--- src/rtl/assert_macros.svh ---
// Assertion helpers used by the parser core.
`ifndef ASSERT_MACROS_SVH
`define ASSERT_MACROS_SVH

// Generic clocked assertion with an active-low asynchronous reset.
`define ABP_ASSERT_CLK(lbl, clk_sig, rst_n_sig, prop, msg) \
	lbl: assert property (@(posedge clk_sig) disable iff (!rst_n_sig) prop) else $error(msg);

// Shorthand on the block's own clock and reset.
`define ABP_ASSERT(lbl, prop, msg) \
	`ABP_ASSERT_CLK(lbl, clk, arst_n, prop, msg)

`endif

--- src/rtl/abp_pkg.sv ---
package abp_pkg;

	// build limits
	localparam logic [7:0] LINE_LIMIT    = 8'd8;
	localparam logic [7:0] DIR_LIMIT     = 8'd4;
	localparam logic [7:0] ARRIVAL_LIMIT = 8'd8;

	// record layout
	localparam logic [6:0] MIN_RECORD  = 7'd56;
	localparam logic [6:0] BYTE_SAT    = 7'd127;
	localparam logic [6:0] EPOCH_LEN   = 7'd4;
	localparam logic [6:0] STATION_LEN = 7'd39;
	localparam logic [6:0] ID_SHORT    = 7'd11;
	localparam logic [6:0] ID_LONG     = 7'd39;
	localparam logic [6:0] LABEL_LEN   = 7'd2;
	localparam logic [6:0] DEST_LEN    = 7'd20;
	localparam logic [6:0] DLABEL_LEN  = 7'd10;
	localparam logic [7:0] NOTICE_MAX  = 8'd80;
	localparam logic [7:0] LEGACY_MAX  = 8'd4;
	localparam logic [7:0] VER_MIN     = 8'd3;
	localparam logic [7:0] VER_MAX     = 8'd8;

	// version thresholds for optional fields
	localparam logic [3:0] VER_NOTICE  = 4'd4;
	localparam logic [3:0] VER_EXPRESS = 4'd5;
	localparam logic [3:0] VER_DLABEL  = 4'd6;
	localparam logic [3:0] VER_SCHED   = 4'd7;
	localparam logic [3:0] VER_LONG_ID = 4'd8;

	// parser phases, also the field kind codes
	localparam logic [4:0] PH_VER     = 5'd0;
	localparam logic [4:0] PH_EPOCH   = 5'd1;
	localparam logic [4:0] PH_STATION = 5'd2;
	localparam logic [4:0] PH_ID      = 5'd3;
	localparam logic [4:0] PH_NLINES  = 5'd4;
	localparam logic [4:0] PH_LABEL   = 5'd5;
	localparam logic [4:0] PH_RED     = 5'd6;
	localparam logic [4:0] PH_GREEN   = 5'd7;
	localparam logic [4:0] PH_BLUE    = 5'd8;
	localparam logic [4:0] PH_NDIRS   = 5'd9;
	localparam logic [4:0] PH_SCHED   = 5'd10;
	localparam logic [4:0] PH_NLEN    = 5'd11;
	localparam logic [4:0] PH_NOTICE  = 5'd12;
	localparam logic [4:0] PH_DEST    = 5'd13;
	localparam logic [4:0] PH_DLABEL  = 5'd14;
	localparam logic [4:0] PH_LEGACY  = 5'd15;
	localparam logic [4:0] PH_NARR    = 5'd16;
	localparam logic [4:0] PH_DELTA   = 5'd17;
	localparam logic [4:0] PH_EXP     = 5'd18;
	localparam logic [4:0] PH_DONE    = 5'd19;
	localparam logic [4:0] PH_REJECT  = 5'd20;

	// record status
	localparam logic [1:0] ST_PARSING = 2'd0;
	localparam logic [1:0] ST_ACCEPT  = 2'd1;
	localparam logic [1:0] ST_REJECT  = 2'd2;

	typedef struct packed {
		logic [4:0]  phase;
		logic [3:0]  record_version;
		logic [6:0]  byte_total;
		logic [6:0]  field_position;
		logic [6:0]  field_length;
		logic [3:0]  line_count;
		logic [3:0]  line_total;
		logic [2:0]  dir_count;
		logic [2:0]  dir_total;
		logic [3:0]  arrival_count;
		logic [3:0]  arrival_total;
		logic [31:0] value_accumulator;
		logic [1:0]  outcome;
	} abp_state_t;

	typedef struct packed {
		logic [4:0]  field_kind;
		logic [31:0] field_value;
		logic        value_valid;
		logic [2:0]  line_index;
		logic [1:0]  dir_index;
		logic [6:0]  item_index;
		logic [1:0]  status;
		logic        final_res;
	} abp_res_t;

endpackage

--- src/rtl/abp_in_if.sv ---
interface abp_in_if;
	logic       valid;
	logic       ready;
	logic [7:0] data_byte;
	logic       end_of_record;

	modport source (output valid, output data_byte, output end_of_record, input ready);
	modport sink (input valid, input data_byte, input end_of_record, output ready);
endinterface

--- src/rtl/abp_res_if.sv ---
interface abp_res_if;
	logic        valid;
	logic        ready;
	logic [4:0]  field_kind;
	logic [31:0] field_value;
	logic        value_valid;
	logic [2:0]  line_index;
	logic [1:0]  dir_index;
	logic [6:0]  item_index;
	logic [1:0]  status;
	logic        final_res;

	modport source (
		output valid, output field_kind, output field_value, output value_valid,
		output line_index, output dir_index, output item_index, output status,
		output final_res, input ready
	);
	modport sink (
		input valid, input field_kind, input field_value, input value_valid,
		input line_index, input dir_index, input item_index, input status,
		input final_res, output ready
	);
endinterface

--- src/rtl/arrival_bundle_parser_core.sv ---
// Channel  Role    Transaction payload
// -------  ------  -------------------------------------------------------------
// stream   sink    data_byte, end_of_record: one record byte
// result   source  kind, value, value_valid, indexes, status, final_res of a byte
//
// One byte per cycle sustained while result is ready: the parse state advances once per byte.
// A byte's tag reaches result through the input register, then the result register.
// arst_n clears the parse state and both stage valid flags; no clearing pass.
// A stall on result holds the result register; the input register takes one more
// byte only if it is empty, then stream.ready drops until result drains.
`include "assert_macros.svh"

module arrival_bundle_parser_core (
	input logic      clk,
	input logic      arst_n,
	abp_in_if.sink   stream,
	abp_res_if.source result
);

	// stage 1: captured input byte
	logic       valid_s1;
	logic [7:0] byte_s1;
	logic       last_s1;

	// stage 2: result register
	logic              valid_s2;
	abp_pkg::abp_res_t res_s2;

	// parse state
	abp_pkg::abp_state_t st_q;
	abp_pkg::abp_state_t st_nxt;
	abp_pkg::abp_res_t   res_nxt;

	logic advance;
	logic take_in;

	// stage 1 moves into stage 2 when the result slot is empty or draining
	assign advance = valid_s1 && (!valid_s2 || result.ready);
	assign stream.ready = !valid_s1 || advance;
	assign take_in = stream.valid && stream.ready;

	abp_step u_step (
		.cur           (st_q),
		.data_byte     (byte_s1),
		.end_of_record (last_s1),
		.nxt           (st_nxt),
		.res           (res_nxt)
	);

	always_ff @(posedge clk or negedge arst_n) begin
		if (!arst_n) begin
			valid_s1 <= 1'b0;
			valid_s2 <= 1'b0;
			st_q <= '0;
		end else begin
			if (stream.ready) valid_s1 <= stream.valid;
			if (advance) begin
				valid_s2 <= 1'b1;
				st_q <= st_nxt;
			end else if (result.ready) begin
				valid_s2 <= 1'b0;
			end
		end
	end

	// payload registers, no reset
	always_ff @(posedge clk) begin
		if (take_in) begin
			byte_s1 <= stream.data_byte;
			last_s1 <= stream.end_of_record;
		end
		if (advance) res_s2 <= res_nxt;
	end

	assign result.valid       = valid_s2;
	assign result.field_kind  = res_s2.field_kind;
	assign result.field_value = res_s2.field_value;
	assign result.value_valid = res_s2.value_valid;
	assign result.line_index  = res_s2.line_index;
	assign result.dir_index   = res_s2.dir_index;
	assign result.item_index  = res_s2.item_index;
	assign result.status      = res_s2.status;
	assign result.final_res   = res_s2.final_res;

	// an end-marked byte always leaves the parser waiting for a version byte
	`ABP_ASSERT(a_end_resets, advance && last_s1 |=> st_q.phase == abp_pkg::PH_VER, "end mark did not restart parse")
	// an accepted record that is not yet ended parks in the done phase
	`ABP_ASSERT(a_accept_done, advance && !last_s1 && st_nxt.outcome == abp_pkg::ST_ACCEPT |=> st_q.phase == abp_pkg::PH_DONE, "accepted record not in done phase")
	// an incomplete value reads as zero
	`ABP_ASSERT(a_value_zero, valid_s2 && !res_s2.value_valid |-> res_s2.field_value == 32'd0, "partial value not zero")

endmodule

--- src/rtl/abp_step.sv ---
// Next-state and result logic for one record byte.
module abp_step (
	input  abp_pkg::abp_state_t cur,
	input  logic [7:0]          data_byte,
	input  logic                end_of_record,
	output abp_pkg::abp_state_t nxt,
	output abp_pkg::abp_res_t   res
);

	function automatic logic [7:0] clamp8(input logic [7:0] v, input logic [7:0] lim);
		return (v > lim) ? lim : v;
	endfunction

	function automatic abp_pkg::abp_state_t start_line(input abp_pkg::abp_state_t s);
		abp_pkg::abp_state_t o;
		o = s;
		o.phase = abp_pkg::PH_LABEL;
		o.field_position = '0;
		o.dir_count = '0;
		return o;
	endfunction

	function automatic abp_pkg::abp_state_t end_line(input abp_pkg::abp_state_t s);
		abp_pkg::abp_state_t o;
		o = s;
		o.line_count = s.line_count + 4'd1;
		if (o.line_count >= s.line_total) begin
			o.phase = abp_pkg::PH_DONE;
			o.outcome = abp_pkg::ST_ACCEPT;
		end else begin
			o = start_line(o);
		end
		return o;
	endfunction

	function automatic abp_pkg::abp_state_t start_dir(input abp_pkg::abp_state_t s);
		abp_pkg::abp_state_t o;
		o = s;
		o.phase = abp_pkg::PH_DEST;
		o.field_position = '0;
		return o;
	endfunction

	function automatic abp_pkg::abp_state_t end_dir(input abp_pkg::abp_state_t s);
		abp_pkg::abp_state_t o;
		o = s;
		o.dir_count = s.dir_count + 3'd1;
		if (o.dir_count >= s.dir_total) o = end_line(o);
		else o = start_dir(o);
		return o;
	endfunction

	function automatic abp_pkg::abp_state_t after_dir_count(input abp_pkg::abp_state_t s);
		abp_pkg::abp_state_t o;
		o = s;
		if (s.dir_total == 3'd0) begin
			if (s.record_version >= abp_pkg::VER_NOTICE) o.phase = abp_pkg::PH_NLEN;
			else o = end_line(o);
		end else begin
			o.dir_count = '0;
			o = start_dir(o);
		end
		return o;
	endfunction

	function automatic abp_pkg::abp_state_t after_deltas(input abp_pkg::abp_state_t s);
		abp_pkg::abp_state_t o;
		o = s;
		if (s.record_version >= abp_pkg::VER_EXPRESS) o.phase = abp_pkg::PH_EXP;
		else o = end_dir(o);
		return o;
	endfunction

	logic [6:0] fp_inc;
	logic [7:0] clamped;
	logic [4:0] shamt;

	assign fp_inc = cur.field_position + 7'd1;
	assign shamt  = {cur.field_position[1:0], 3'b000};

	always_comb begin
		nxt = cur;
		clamped = '0;
		res = '0;
		res.field_kind = (cur.phase > abp_pkg::PH_REJECT) ? abp_pkg::PH_REJECT : cur.phase;
		res.line_index = cur.line_count[2:0];
		res.dir_index  = cur.dir_count[1:0];

		if (cur.byte_total < abp_pkg::BYTE_SAT) nxt.byte_total = cur.byte_total + 7'd1;

		unique case (cur.phase)
			abp_pkg::PH_VER: begin
				res.field_value = {24'd0, data_byte};
				res.value_valid = 1'b1;
				if (data_byte < abp_pkg::VER_MIN || data_byte > abp_pkg::VER_MAX) begin
					nxt.outcome = abp_pkg::ST_REJECT;
					nxt.phase = abp_pkg::PH_REJECT;
				end else begin
					nxt.record_version = data_byte[3:0];
					nxt.phase = abp_pkg::PH_EPOCH;
					nxt.field_position = '0;
					nxt.value_accumulator = '0;
				end
			end
			abp_pkg::PH_EPOCH: begin
				res.item_index = cur.field_position;
				nxt.value_accumulator = cur.value_accumulator | ({24'd0, data_byte} << shamt);
				nxt.field_position = fp_inc;
				if (fp_inc >= abp_pkg::EPOCH_LEN) begin
					res.field_value = nxt.value_accumulator;
					res.value_valid = 1'b1;
					nxt.phase = abp_pkg::PH_STATION;
					nxt.field_position = '0;
				end
			end
			abp_pkg::PH_STATION: begin
				res.item_index = cur.field_position;
				res.field_value = {24'd0, data_byte};
				res.value_valid = 1'b1;
				nxt.field_position = fp_inc;
				if (fp_inc >= abp_pkg::STATION_LEN) begin
					nxt.phase = abp_pkg::PH_ID;
					nxt.field_position = '0;
					nxt.field_length = (cur.record_version >= abp_pkg::VER_LONG_ID) ?
						abp_pkg::ID_LONG : abp_pkg::ID_SHORT;
				end
			end
			abp_pkg::PH_ID: begin
				res.item_index = cur.field_position;
				res.field_value = {24'd0, data_byte};
				res.value_valid = 1'b1;
				nxt.field_position = fp_inc;
				if (fp_inc >= cur.field_length) nxt.phase = abp_pkg::PH_NLINES;
			end
			abp_pkg::PH_NLINES: begin
				clamped = clamp8(data_byte, abp_pkg::LINE_LIMIT);
				res.field_value = {24'd0, clamped};
				res.value_valid = 1'b1;
				nxt.line_total = clamped[3:0];
				nxt.line_count = '0;
				if (clamped == 8'd0) begin
					nxt.phase = abp_pkg::PH_DONE;
					nxt.outcome = abp_pkg::ST_ACCEPT;
				end else begin
					nxt = start_line(nxt);
				end
			end
			abp_pkg::PH_LABEL: begin
				res.item_index = cur.field_position;
				res.field_value = {24'd0, data_byte};
				res.value_valid = 1'b1;
				nxt.field_position = fp_inc;
				if (fp_inc >= abp_pkg::LABEL_LEN) nxt.phase = abp_pkg::PH_RED;
			end
			abp_pkg::PH_RED: begin
				res.field_value = {24'd0, data_byte};
				res.value_valid = 1'b1;
				nxt.phase = abp_pkg::PH_GREEN;
			end
			abp_pkg::PH_GREEN: begin
				res.field_value = {24'd0, data_byte};
				res.value_valid = 1'b1;
				nxt.phase = abp_pkg::PH_BLUE;
			end
			abp_pkg::PH_BLUE: begin
				res.field_value = {24'd0, data_byte};
				res.value_valid = 1'b1;
				nxt.phase = abp_pkg::PH_NDIRS;
			end
			abp_pkg::PH_NDIRS: begin
				clamped = clamp8(data_byte, abp_pkg::DIR_LIMIT);
				res.field_value = {24'd0, clamped};
				res.value_valid = 1'b1;
				nxt.dir_total = clamped[2:0];
				if (cur.record_version >= abp_pkg::VER_SCHED) nxt.phase = abp_pkg::PH_SCHED;
				else nxt = after_dir_count(nxt);
			end
			abp_pkg::PH_SCHED: begin
				res.field_value = {24'd0, data_byte};
				res.value_valid = 1'b1;
				nxt = after_dir_count(nxt);
			end
			abp_pkg::PH_NLEN: begin
				clamped = clamp8(data_byte, abp_pkg::NOTICE_MAX);
				res.field_value = {24'd0, clamped};
				res.value_valid = 1'b1;
				if (clamped == 8'd0) begin
					nxt = end_line(nxt);
				end else begin
					nxt.field_length = clamped[6:0];
					nxt.field_position = '0;
					nxt.phase = abp_pkg::PH_NOTICE;
				end
			end
			abp_pkg::PH_NOTICE: begin
				res.item_index = cur.field_position;
				res.field_value = {24'd0, data_byte};
				res.value_valid = 1'b1;
				nxt.field_position = fp_inc;
				if (fp_inc >= cur.field_length) nxt = end_line(nxt);
			end
			abp_pkg::PH_DEST: begin
				res.item_index = cur.field_position;
				res.field_value = {24'd0, data_byte};
				res.value_valid = 1'b1;
				nxt.field_position = fp_inc;
				if (fp_inc >= abp_pkg::DEST_LEN) begin
					nxt.field_position = '0;
					nxt.phase = (cur.record_version >= abp_pkg::VER_DLABEL) ?
						abp_pkg::PH_DLABEL : abp_pkg::PH_LEGACY;
				end
			end
			abp_pkg::PH_DLABEL: begin
				res.item_index = cur.field_position;
				res.field_value = {24'd0, data_byte};
				res.value_valid = 1'b1;
				nxt.field_position = fp_inc;
				if (fp_inc >= abp_pkg::DLABEL_LEN) nxt.phase = abp_pkg::PH_NARR;
			end
			abp_pkg::PH_LEGACY: begin
				clamped = clamp8(data_byte, abp_pkg::LEGACY_MAX);
				res.field_value = {24'd0, clamped};
				res.value_valid = 1'b1;
				nxt.phase = abp_pkg::PH_NARR;
			end
			abp_pkg::PH_NARR: begin
				clamped = clamp8(data_byte, abp_pkg::ARRIVAL_LIMIT);
				res.field_value = {24'd0, clamped};
				res.value_valid = 1'b1;
				nxt.arrival_total = clamped[3:0];
				nxt.arrival_count = '0;
				nxt.field_position = '0;
				if (clamped == 8'd0) nxt = after_deltas(nxt);
				else nxt.phase = abp_pkg::PH_DELTA;
			end
			abp_pkg::PH_DELTA: begin
				res.item_index = {3'd0, cur.arrival_count};
				if (cur.field_position == 7'd0) begin
					// low byte first, held until the high byte arrives
					nxt.value_accumulator = {24'd0, data_byte};
					nxt.field_position = 7'd1;
				end else begin
					res.field_value = {16'd0, data_byte, cur.value_accumulator[7:0]};
					res.value_valid = 1'b1;
					nxt.field_position = '0;
					nxt.arrival_count = cur.arrival_count + 4'd1;
					if (nxt.arrival_count >= cur.arrival_total) nxt = after_deltas(nxt);
				end
			end
			abp_pkg::PH_EXP: begin
				res.field_value = {24'd0, data_byte};
				res.value_valid = 1'b1;
				nxt = end_dir(nxt);
			end
			abp_pkg::PH_DONE: begin
				res.field_value = {24'd0, data_byte};
				res.value_valid = 1'b1;
				res.line_index = '0;
				res.dir_index = '0;
			end
			default: begin
				res.line_index = '0;
				res.dir_index = '0;
			end
		endcase

		if (end_of_record) begin
			if (nxt.outcome != abp_pkg::ST_REJECT &&
			    (nxt.outcome == abp_pkg::ST_PARSING || nxt.byte_total < abp_pkg::MIN_RECORD))
				nxt.outcome = abp_pkg::ST_REJECT;
			res.final_res = 1'b1;
		end
		res.status = nxt.outcome;

		// end mark: back to the version byte of a new record
		if (end_of_record) begin
			nxt = '0;
			nxt.phase = abp_pkg::PH_VER;
			nxt.outcome = abp_pkg::ST_PARSING;
		end
	end

endmodule
--- src/flat_wrapper.sv ---
// flat-port wrapper written by rule: the top's interface ports become plain ports
module arrival_bundle_parser_core_flat 
  (clk, arst_n, stream_valid, stream_data_byte, stream_end_of_record, stream_ready, result_valid, result_field_kind, result_field_value, result_value_valid, result_line_index, result_dir_index, result_item_index, result_status, result_final_res, result_ready);
  abp_in_if stream_i ();
  abp_res_if result_i ();
  input logic clk;
  input logic arst_n;
  input wire logic [$bits(stream_i.valid)-1:0] stream_valid;
  input wire logic [$bits(stream_i.data_byte)-1:0] stream_data_byte;
  input wire logic [$bits(stream_i.end_of_record)-1:0] stream_end_of_record;
  output wire logic [$bits(stream_i.ready)-1:0] stream_ready;
  output wire logic [$bits(result_i.valid)-1:0] result_valid;
  output wire logic [$bits(result_i.field_kind)-1:0] result_field_kind;
  output wire logic [$bits(result_i.field_value)-1:0] result_field_value;
  output wire logic [$bits(result_i.value_valid)-1:0] result_value_valid;
  output wire logic [$bits(result_i.line_index)-1:0] result_line_index;
  output wire logic [$bits(result_i.dir_index)-1:0] result_dir_index;
  output wire logic [$bits(result_i.item_index)-1:0] result_item_index;
  output wire logic [$bits(result_i.status)-1:0] result_status;
  output wire logic [$bits(result_i.final_res)-1:0] result_final_res;
  input wire logic [$bits(result_i.ready)-1:0] result_ready;
  assign stream_i.valid = stream_valid;
  assign stream_i.data_byte = stream_data_byte;
  assign stream_i.end_of_record = stream_end_of_record;
  assign stream_ready = stream_i.ready;
  assign result_valid = result_i.valid;
  assign result_field_kind = result_i.field_kind;
  assign result_field_value = result_i.field_value;
  assign result_value_valid = result_i.value_valid;
  assign result_line_index = result_i.line_index;
  assign result_dir_index = result_i.dir_index;
  assign result_item_index = result_i.item_index;
  assign result_status = result_i.status;
  assign result_final_res = result_i.final_res;
  assign result_i.ready = result_ready;
  arrival_bundle_parser_core u_core (.clk(clk), .arst_n(arst_n), .stream(stream_i), .result(result_i));
endmodule
--- config.mk ---
export PLATFORM = sky130hd
export DESIGN_NAME = arrival_bundle_parser_core_flat
export DESIGN_NICKNAME = d
export VERILOG_FILES = /design/src/rtl/abp_pkg.sv /design/src/rtl/abp_in_if.sv /design/src/rtl/abp_res_if.sv /design/src/rtl/arrival_bundle_parser_core.sv /design/src/rtl/abp_step.sv /design/src/flat_wrapper.sv
export VERILOG_INCLUDE_DIRS = /design/src /design/src/rtl
export SDC_FILE = /design/constraint.sdc
export NUM_CORES = 1
export LEC_CHECK = 0
export BUFFER_PORTS_ARGS = -buffer_cell sky130_fd_sc_hd__buf_2
export CAP_MARGIN = 25
export CORE_MARGIN = 4
export CORE_UTILIZATION = 35
export CTS_CLUSTER_DIAMETER = 80
export DETAILED_ROUTE_END_ITERATION = 7
export PLACE_DENSITY = 0.5
export SYNTH_ARGS = -nofsm -noshare
export SYNTH_HDL_FRONTEND = slang
export SYNTH_SLANG_ARGS = --single-unit
--- constraint.sdc ---
create_clock -name clk -period 3.7 [get_ports clk]
set_clock_uncertainty 0.05 [all_clocks]
set_input_delay 0.555 -clock clk [delete_from_list [all_inputs] [get_ports clk]]
set_output_delay 0.555 -clock clk [all_outputs]
set_load 0.03 [all_outputs]
Word-level counts from Yosys, hierarchy flattened
Index checks and enable logic that the tools add are counted.
{ "word_totals": {"reg_bits": 150, "in_bits": 13, "out_inout_bits": 55, "word_cells": 228} }
{ "op_classes": {"addsub": 5, "n_lt_le_gt_ge": 21, "n_eq_ne": 55, "shift": 1, "n_mux": 76, "n_bitwise": 1, "n_reduce_logical": 44} }
{ "ops": {"columns": ["op", "count"], "rows": [
  ["$mux 86", 8],
  ["$mux 81", 5],
  ["$mux 68", 5],
  ["$pmux 32 s10", 1],
  ["$pmux 33 s6", 1],
  ["$pmux 22 s8", 1],
  ["$pmux 5 s19", 1],
  ["$mux 46", 2],
  ["$pmux 7 s13", 1],
  ["$mux 5", 15],
  ["$ne 3x2->1 const B", 25],
  ["$mux 70", 1],
  ["$mux 32", 2],
  ["$pmux 7 s9", 1],
  ["$mux 56", 1],
  ["$pmux 7 s8", 1],
  ["$eq 5x4->1 const B", 8],
  ["$reduce_and 10->1", 4],
  ["$pmux 4 s9", 1],
  ["$mux 7", 5],
  ["$mux 33", 1],
  ["$or 32x32->32", 1],
  ["$shl 8x5->32", 1],
  ["$mux 29", 1],
  ["other kinds (63)", 110]
]} }

Longest topological paths before layout
Gate-level depths: netlist of the first run.
{ "logic_depth": {"depth_word": 14, "mapped_depth": 14, "ltp_nobuf": 13} }

By module
From an unflattened synthesis of the first run, not the netlist that was laid out.
{ "unflattened": {"hier_cells": 996, "hier_area_um2": 9536.6} }
{ "modules_own_cells": {"columns": ["mod", "n_inst", "cells_each", "area_each_um2", "seq_area_each_um2"], "rows": [
  ["arrival_bundle_parser_core", 1, 252, 5261.3, 4063.9],
  ["abp_step", 1, 744, 4275.4, 0.0]
]} }

Worst setup path before layout of the first run
No wires, ideal clock.
{ "synth_timing": {"path_kind": "register to register", "startpoint": "reg u_core.st_q[63] (netlist name)", "endpoint": "reg u_core.st_q[45] (netlist name)", "setup_time_ns": 0.125, "arrival_ns": 3.038, "required_time_ns": 3.525, "setup_slack_ns": 0.488, "path_stages_with_launch": 14, "n_path_buf": 1, "period_less_slack_ns": 3.212, "cell_sequence": "dfrtp_1 ha_1 buf_4 nand3_1 or2_2 xnor2_1 ha_1 nand4_1 o211ai_1 o21ai_1 a211oi_1 nand2_1 or2_2 mux2_2"} }
{ "synth_between": {"elab_chain_len": 4, "elab_cells_between_ends": 6, "classes_between": "1 x add/sub; 1 x order compare; 2 x eq/ne; 2 x reduce/logical"} }
{ "synth_lines": {"columns": ["element", "line_no", "source"], "rows": [
  ["start, declared", "arrival_bundle_parser_core.sv:30", "abp_pkg::abp_state_t st_q;"],
  ["start signal, assigned", "arrival_bundle_parser_core.sv:59", "st_q <= st_nxt;"],
  ["$add 7x1->7", "abp_step.sv:78", "assign fp_inc = cur.field_position + 7'd1;"],
  ["$ge 7x7->1", "abp_step.sv:200", "if (fp_inc >= cur.field_length) nxt = end_line(nxt);"],
  ["$ne 3x2->1 (no source line)", null, null],
  ["$reduce_and 15->1 (no source line) (*)", null, null]
]} }
Mark *: on every way between the ends. The rest lies on a longest branch, timed or not.
A chain may end at the register's enable or synchronous reset.

Final worst setup path of the first run
{ "layout_timing": {"startpoint": "reg u_core.st_q[63] (netlist name)", "endpoint": "reg u_core.st_q[52] (netlist name)"} }
{ "layout_between": {"elab_chain_len": 4, "elab_cells_between_ends": 6, "classes_between": "1 x add/sub; 1 x order compare; 2 x eq/ne; 2 x reduce/logical"} }
{ "layout_lines": {"columns": ["element", "line_no"], "rows": [
  ["$add 7x1->7", "abp_step.sv:78"],
  ["$ge 7x7->1", "abp_step.sv:200"],
  ["$ne 3x2->1 (no source line)", null],
  ["$reduce_and 17->1 (no source line) (*)", null]
]} }
Marked as above.

==> reports/results.txt, run 1 <==
Iter 0 DRT Violations: 760
core area: 24390 um^2
DR WL/cell: 20.22 um
EDFF count, synth: 62
power density over the cells: 620.7 nW/um^2
Reg clk slew, reported paths: 0.07 ns
Worst-Skew Late Latency: 0.44 ns
Post-Syn Area: 8686 um^2
Sequential Power Share: 0.344
cells along the critical path: ha_1, nand3_1, or2_2, xnor2_2, ha_1, nand4_1, o211ai_1, o21ai_1, a211oi_2, a21boi_2, mux2_2
cell taking the most area after synthesis: dfrtp_1
worst r2r path cells: 11
CP max-delay cell: or2_2
Syn Inst Count: 933
status: complete, no violations
Post-DP HPWL: 19590 um
Least-Margin Pin Slew: 0.8957 ns
CP delay by family, top: compound AO/OA/AOI/OAI gates
Peak supply drop: 0.0002753 V
grt ovf: 0
routability cong.: 0.9745
CP most frequent cell: ha_1
Fin. Hold Viols: 0
worst-path fanout max: 6
Buf+Inv Stages, Crit Path: 0
DRT antenna net count: 0
Worst setup EP type: register
switching share of total power: 0.4177
H-tree depth: 4
area grow syn2layout: 16.64%
critical path depth: 11
syn_nets: 971
initial core utilization: 0.3561
vias in the first global route: 7288
Required @ worst endpoint: 3.97 ns
# rows: 57
area share of the largest cell type after synthesis: 0.2535
Internal Power: 3.662 mW
placed cells: 1315
postcts setup bufs: 0
die area: 27400 um^2
DR vias: 7584
initial antenna violation count: 0
CP Data Arrival Time: 3.72 ns
# DRC: 0
vias per cell: 5.630
layout cell share with drive strength beyond 1: 0.1935
CP startpoint kind: register
synth unique cells: 82
crit share post-route: 0.9327
Clock Sinks: 150
Max stage delay on crit path: 0.39 ns
first-pass GRT wire length: 42380 um
Inserted Clock Buffers: 17
warnings from Yosys: 0
max-cap check violation count: 0
CTS max path bufs: 2
Layout Cells excl Fill: 1347
Slew Viols, Final: 0
maximum clock rate: 289.8 MHz
Pleak: 4.228 nW
# nets final: 1048
register area share after synthesis: 0.4679
Switch Pwr: 2.626 mW
Async SR Flop Fraction: 0.5867
DRT Wirelength: 27230 um
Clock power frac: 0.281
Top FF cell, synth: dfrtp_1
Slew headroom: 0.4016
Total GRT Usage: 0.2030
count of state elements after synthesis: 150
CTS root buffer: clkbuf_16
diode count: 0
Vert. Die Dim: 165.5 um
largest cells by area after synthesis: dfrtp_1 (25%), edfxtp_1 (21%), a21oi_1 (5.0%)
combinational group share of total power: 0.375
DRT Pass-1 Iters: 5
CTS tree: built
Crit Path Class: register to register
Final min period: 3.451 ns
setup TNS: 0 ns
Hold Crit Class: primary input to asynchronous set/reset pin
mean post-synth cell area: 9.310 um^2
die width: 165.5 um
I/O Pins: 68
RSZ-0062 raised after global routing: false
CTS Hold Bufs: 0
largest net degree at the start of global routing: 41
Port Buffers: 67
Final setup violation count: 0
==> cell type report <==
class	count	area, um^2
fillers	2483	14260
multi-input cells	694	4240
flip-flops and latches	150	4064
repair buffers	114	690.7
clock buffers	17	425.4
well taps	324	405.4
clock inverters	15	181.4
inverters	33	123.9
==> layer usage <==
layer	global-route usage	routed length (um)
met5	0	0
met4	0.06224	614
met3	0.04368	1775
met2	0.2951	11750
met1	0.3018	13100
==> worst paths after layout <==
path                                        startpoint                           to  slack (ns)
min                                             arst_n  u_core.st_q[52]$_DFFE_PN0P_        0.05
max reg2reg                u_core.st_q[63]$_DFFE_PN0P_  u_core.st_q[52]$_DFFE_PN0P_        0.25
max                        u_core.st_q[63]$_DFFE_PN0P_  u_core.st_q[52]$_DFFE_PN0P_        0.25
min reg2reg                u_core.st_q[50]$_DFFE_PN0P_  u_core.st_q[50]$_DFFE_PN0P_        0.44
max in group asynchronous                       arst_n  u_core.st_q[25]$_DFFE_PN0P_        2.72
min in group clk                   stream_data_byte[5]  u_core.byte_s1[5]$_DFFE_PP_        0.24
==> placed cells by master (no fill, tap or decap), types with 6 or more instances in the layout <==
master     netlist  routed
buf_4            8      48
o22ai_1         10      10
clkinv_8         0       6
or3_1            6       6
dfrtp_1         88      88
a21oi_1         87      87
edfxtp_1        62      62
a22oi_1          9       9
xnor2_1          8       7
nand2b_1        18      18
and2_1          14      14
o21ai_0         68      68
ha_1            25      25
nor2b_1          9       9
a211oi_1         8       7
clkbuf_16        0      17
nor3b_1          6       6
a31oi_1         11      11
nor2_1         111     111
o31ai_1          6       6
a21o_1           9       9
inv_1           31      30
nand3_1         26      26
or2_2           12      12
buf_2           12      66
nand2_1         84      84
nor3_1          18      18
mux2_2          11      11
a22o_1          26      26
==> through the flow <==
stage	hold slack [ns]	power [mW]	cell area [um^2]	setup slack (ns)	utilization
4_1_cts	0.06047	6.265	10120	0.1715	0.4148
6_report	0.04767	6.288	10130	0.2488	0.4154
3_3_place_gp	0.4190	4.510	9512	0.3174	0.3900
3_5_place_dp	0.4243	4.464	9512	0.1955	0.3900
2_1_floorplan	0.2094	3.670	8686	0.4877	-
5_1_grt	0.09092	6.610	10130	0.03286	0.4154
==> cell families after synthesis <==
logic type / synth area share
buffers and inverters: 0.04538
multiplexers: 0.01916
flip-flops: 0.4679
XOR/XNOR: 0.01311
AND/OR/NAND/NOR: 0.1883
AO/OA/AOI/OAI: 0.2290
adder cells (fa/ha/maj): 0.03717
==> power by group through the flow <==
stage                     Clock, mW  Combinational [mW]  Sequential [mW]
after floorplan                   0                1.44             2.23
final                          1.77                2.36             2.16
after CTS                      1.81                2.30             2.15
after detailed placement          0                2.28             2.19
after global routing           1.87                2.55             2.19
after global placement            0                2.32             2.19
==> synthesized netlist by cell type, drive strengths merged, types with 4 or more instances <==
cell type	n
a21o	9
o2bb2ai	5
o21a	5
nand3	26
nor3	21
o31ai	6
a22oi	10
inv	31
a21oi	87
nor4	5
or2	13
a211oi	8
or3	6
xor2	5
dfrtp	88
nor3b	8
nor2	114
o21ai	75
a41oi	5
o22ai	11
xnor2	8
edfxtp	62
a31oi	12
mux2	11
o211ai	5
and3	6
or4	5
o41ai	4
nor2b	9
clkbuf	31
a41o	4
nand2	86
buf	25
a22o	26
nand2b	18
and2	14
ha	25
==> what timing repair did <==
item                       4_1_cts  5_1_grt
hold endpoints to repair         0        0
gates resized for setup          0        2
setup endpoints to repair        0        3
==> state kept, by name, indices dropped and copies added (netlist names) <==
name                       flops
u_core.byte_s1                 8
u_core.last_s1                 1
u_core.result.dir_index        2
u_core.result.field_kind       5
u_core.result.field_value     32
u_core.result.final_res        1
u_core.result.item_index       7
u_core.result.line_index       3
u_core.result.status           2
u_core.result.valid            1
u_core.result.value_valid      1
u_core.st_q                   86
u_core.valid_s1                1
No activity file was read; power rests on OpenSTA's default activity.
==> run 2: changes to the inputs <==
==> constraint.sdc (replaced) <==
create_clock -name clk -period 3.7 [get_ports clk]
set_clock_uncertainty 0.05 [all_clocks]
set_input_delay 0.37 -clock clk [delete_from_list [all_inputs] [get_ports clk]]
set_output_delay 0.37 -clock clk [all_outputs]
set_load 0.03 [all_outputs]
==> run 2 against run 1 <==
Total power grew 1.0%. Non-clock buffer count up 6. Flip-flop and latch count did not move. Cell area rose by 0.54%. Critical path type unchanged. Largest cell class unchanged. Register-to-register slack gained 0.02 ns. Setup slack gained 0.022 ns.
==> reports/results.txt, run 2 (same netlist as run 1, synthesis figures left out) <==
Top reg by flops: u_core.st_q
Least-Margin Pin Slew: 0.9006 ns
Clock Sinks: 150
Worst R2R Start: u_core.st_q[65]$_DFFE_PN0P_
Clock power frac: 0.286
Vert. Die Dim: 165.5 um
die area: 27400 um^2
Required @ worst endpoint: 3.97 ns
flop2flop setup slack: 0.27 ns
# DRC: 0
DRT Pass-1 Iters: 5
Switch Pwr: 2.657 mW
DR vias: 7575
CTS max path bufs: 2
placed cells: 1320
# rows: 57
combinational group share of total power: 0.377
maximum clock rate: 291.6 MHz
Pleak: 4.261 nW
Largest register FFs: 86
Fin. Hold Viols: 0
setup TNS: 0 ns
Area after DPL: 9549 um^2
I/O Pins: 68
Slew Viols, Final: 0
grt ovf: 0
Sequential Power Share: 0.336
Slew headroom: 0.3983
initial antenna violation count: 0
Iter 0 DRT Violations: 675
DRT Wirelength: 27330 um
Port Buffers: 67
first-pass GRT wire length: 42370 um
Post-DP HPWL: 19790 um
Peak supply drop: 0.0002610 V
Worst-Skew Late Latency: 0.44 ns
worst r2r path cells: 10
Layout Cells excl Fill: 1353
area grow syn2layout: 17.27%
DRT antenna net count: 0
Final setup violation count: 0
Worst setup EP type: register
# nets final: 1054
diode count: 0
CTS root buffer: clkbuf_16
H-tree depth: 4
core area: 24390 um^2
DR WL/cell: 20.20 um
Inserted Clock Buffers: 17
CP startpoint kind: register
vias in the first global route: 7106
vias per cell: 5.599
postcts setup bufs: 0
crit share post-route: 0.9268
CP endpoint: u_core.st_q[52]$_DFFE_PN0P_
CTS tree: built
largest net degree at the start of global routing: 55
commonest non-fill, non-tap cells in the layout: nor2_1 (111), dfrtp_1 (88), a21oi_1 (87)
routability cong.: 0.9791
Crit Path Class: register to register
commonest non-fill, non-tap cell in the layout: nor2_1
CP Data Arrival Time: 3.69 ns
Internal Power: 3.695 mW
max-cap check violation count: 0
status: complete, no violations
Final min period: 3.429 ns
Crit Reg-Reg Endpoint: u_core.st_q[52]$_DFFE_PN0P_
worst-path fanout max: 9
initial core utilization: 0.3561
die width: 165.5 um
Reg clk slew, reported paths: 0.08 ns
switching share of total power: 0.4183
RSZ-0062 raised after global routing: false
Design Area, Final: 10190 um^2
post-cts resize count: 0
layout cell share with drive strength beyond 1: 0.1953
start point of the critical path: u_core.st_q[65]$_DFFE_PN0P_
Hold Crit Class: primary input to register
power density over the cells: 623.7 nW/um^2
Total GRT Usage: 0.2022
run 2: cell count changes in the layout (fill, tap and decap cells not counted), sizes merged:
cell         previous run  this run
buf                   114       119
clkinvlp                2         0
inv                    36        38
dlygate4sd3             0         1
run 2: worst max-delay path, cell delays in order (launching register included):
cell,delay (ns)
dfrtp_1,0.48
nand3_1,0.20
or2_2,0.37
xnor2_1,0.17
ha_1,0.36
nand4_1,0.10
o211ai_1,0.27
o21ai_1,0.22
a211oi_1,0.36
a21boi_2,0.35
mux2_2,0.37
run 2: timing repair:
action / CTS / global route
setup endpoints to repair: 0 / 0
hold buffers: 1 / 0
endpoints found under the hold margin: 52 / 0
run 2: how the worst min path moves through the flow:
stage	slack, ns	cells after the start	start	to
floorplan	0.02	0	arst_n	u_core.result.valid$_DFFE_PN0P_
global placement	0.42	1	arst_n	u_core.st_q[53]$_DFFE_PN0P_
detailed placement	0.43	1	arst_n	u_core.st_q[53]$_DFFE_PN0P_
CTS	0.05	1	stream_data_byte[7]	u_core.byte_s1[7]$_DFFE_PP_
global route	0.05	1	stream_data_byte[7]	u_core.byte_s1[7]$_DFFE_PP_
finish	0.05	1	stream_data_byte[7]	u_core.byte_s1[7]$_DFFE_PP_
run 2: layout make-up:
type                            instances  area (um^2)
Tap cell                              324        405.4
Fill cell                            2479        14200
Clock inverter                         15        201.4
Sequential cell                       150         4064
Clock buffer                           17        425.4
Timing Repair Buffer                  120        738.2
Inverter                               33        123.9
Multi-Input combinational cell        694         4228
run 2: stage by stage:
step / power [mW] / worst slack [ns] / hold WS, ns / util
after floorplan: 3.670 / 0.4877 / 0.02441 / -
after global placement: 4.552 / 0.3962 / 0.4186 / 0.3915
after detailed placement: 4.492 / 0.3039 / 0.4254 / 0.3915
after CTS: 6.334 / 0.2806 / 0.04531 / 0.4176
after global routing: 6.669 / 0.05557 / 0.04596 / 0.4176
final: 6.353 / 0.2709 / 0.05004 / 0.4176
run 2: power groups by stage:
stage	clock network, mW	logic, mW	registers, mW
detailed placement	0	2.33	2.16
floorplan	0	1.44	2.23
global route	1.93	2.58	2.16
finish	1.82	2.40	2.14
global placement	0	2.38	2.17
CTS	1.85	2.35	2.13
run 2: routing by layer:
metal / global-route usage / vias to the layer above / share of wire
li1: - / 3591 / -
met1: 0.3101 / 3653 / 0.49
met2: 0.2953 / 293 / 0.43
met3: 0.03301 / 38 / 0.067
met4: 0.05324 / 0 / 0.017
met5: 0 / - / 0
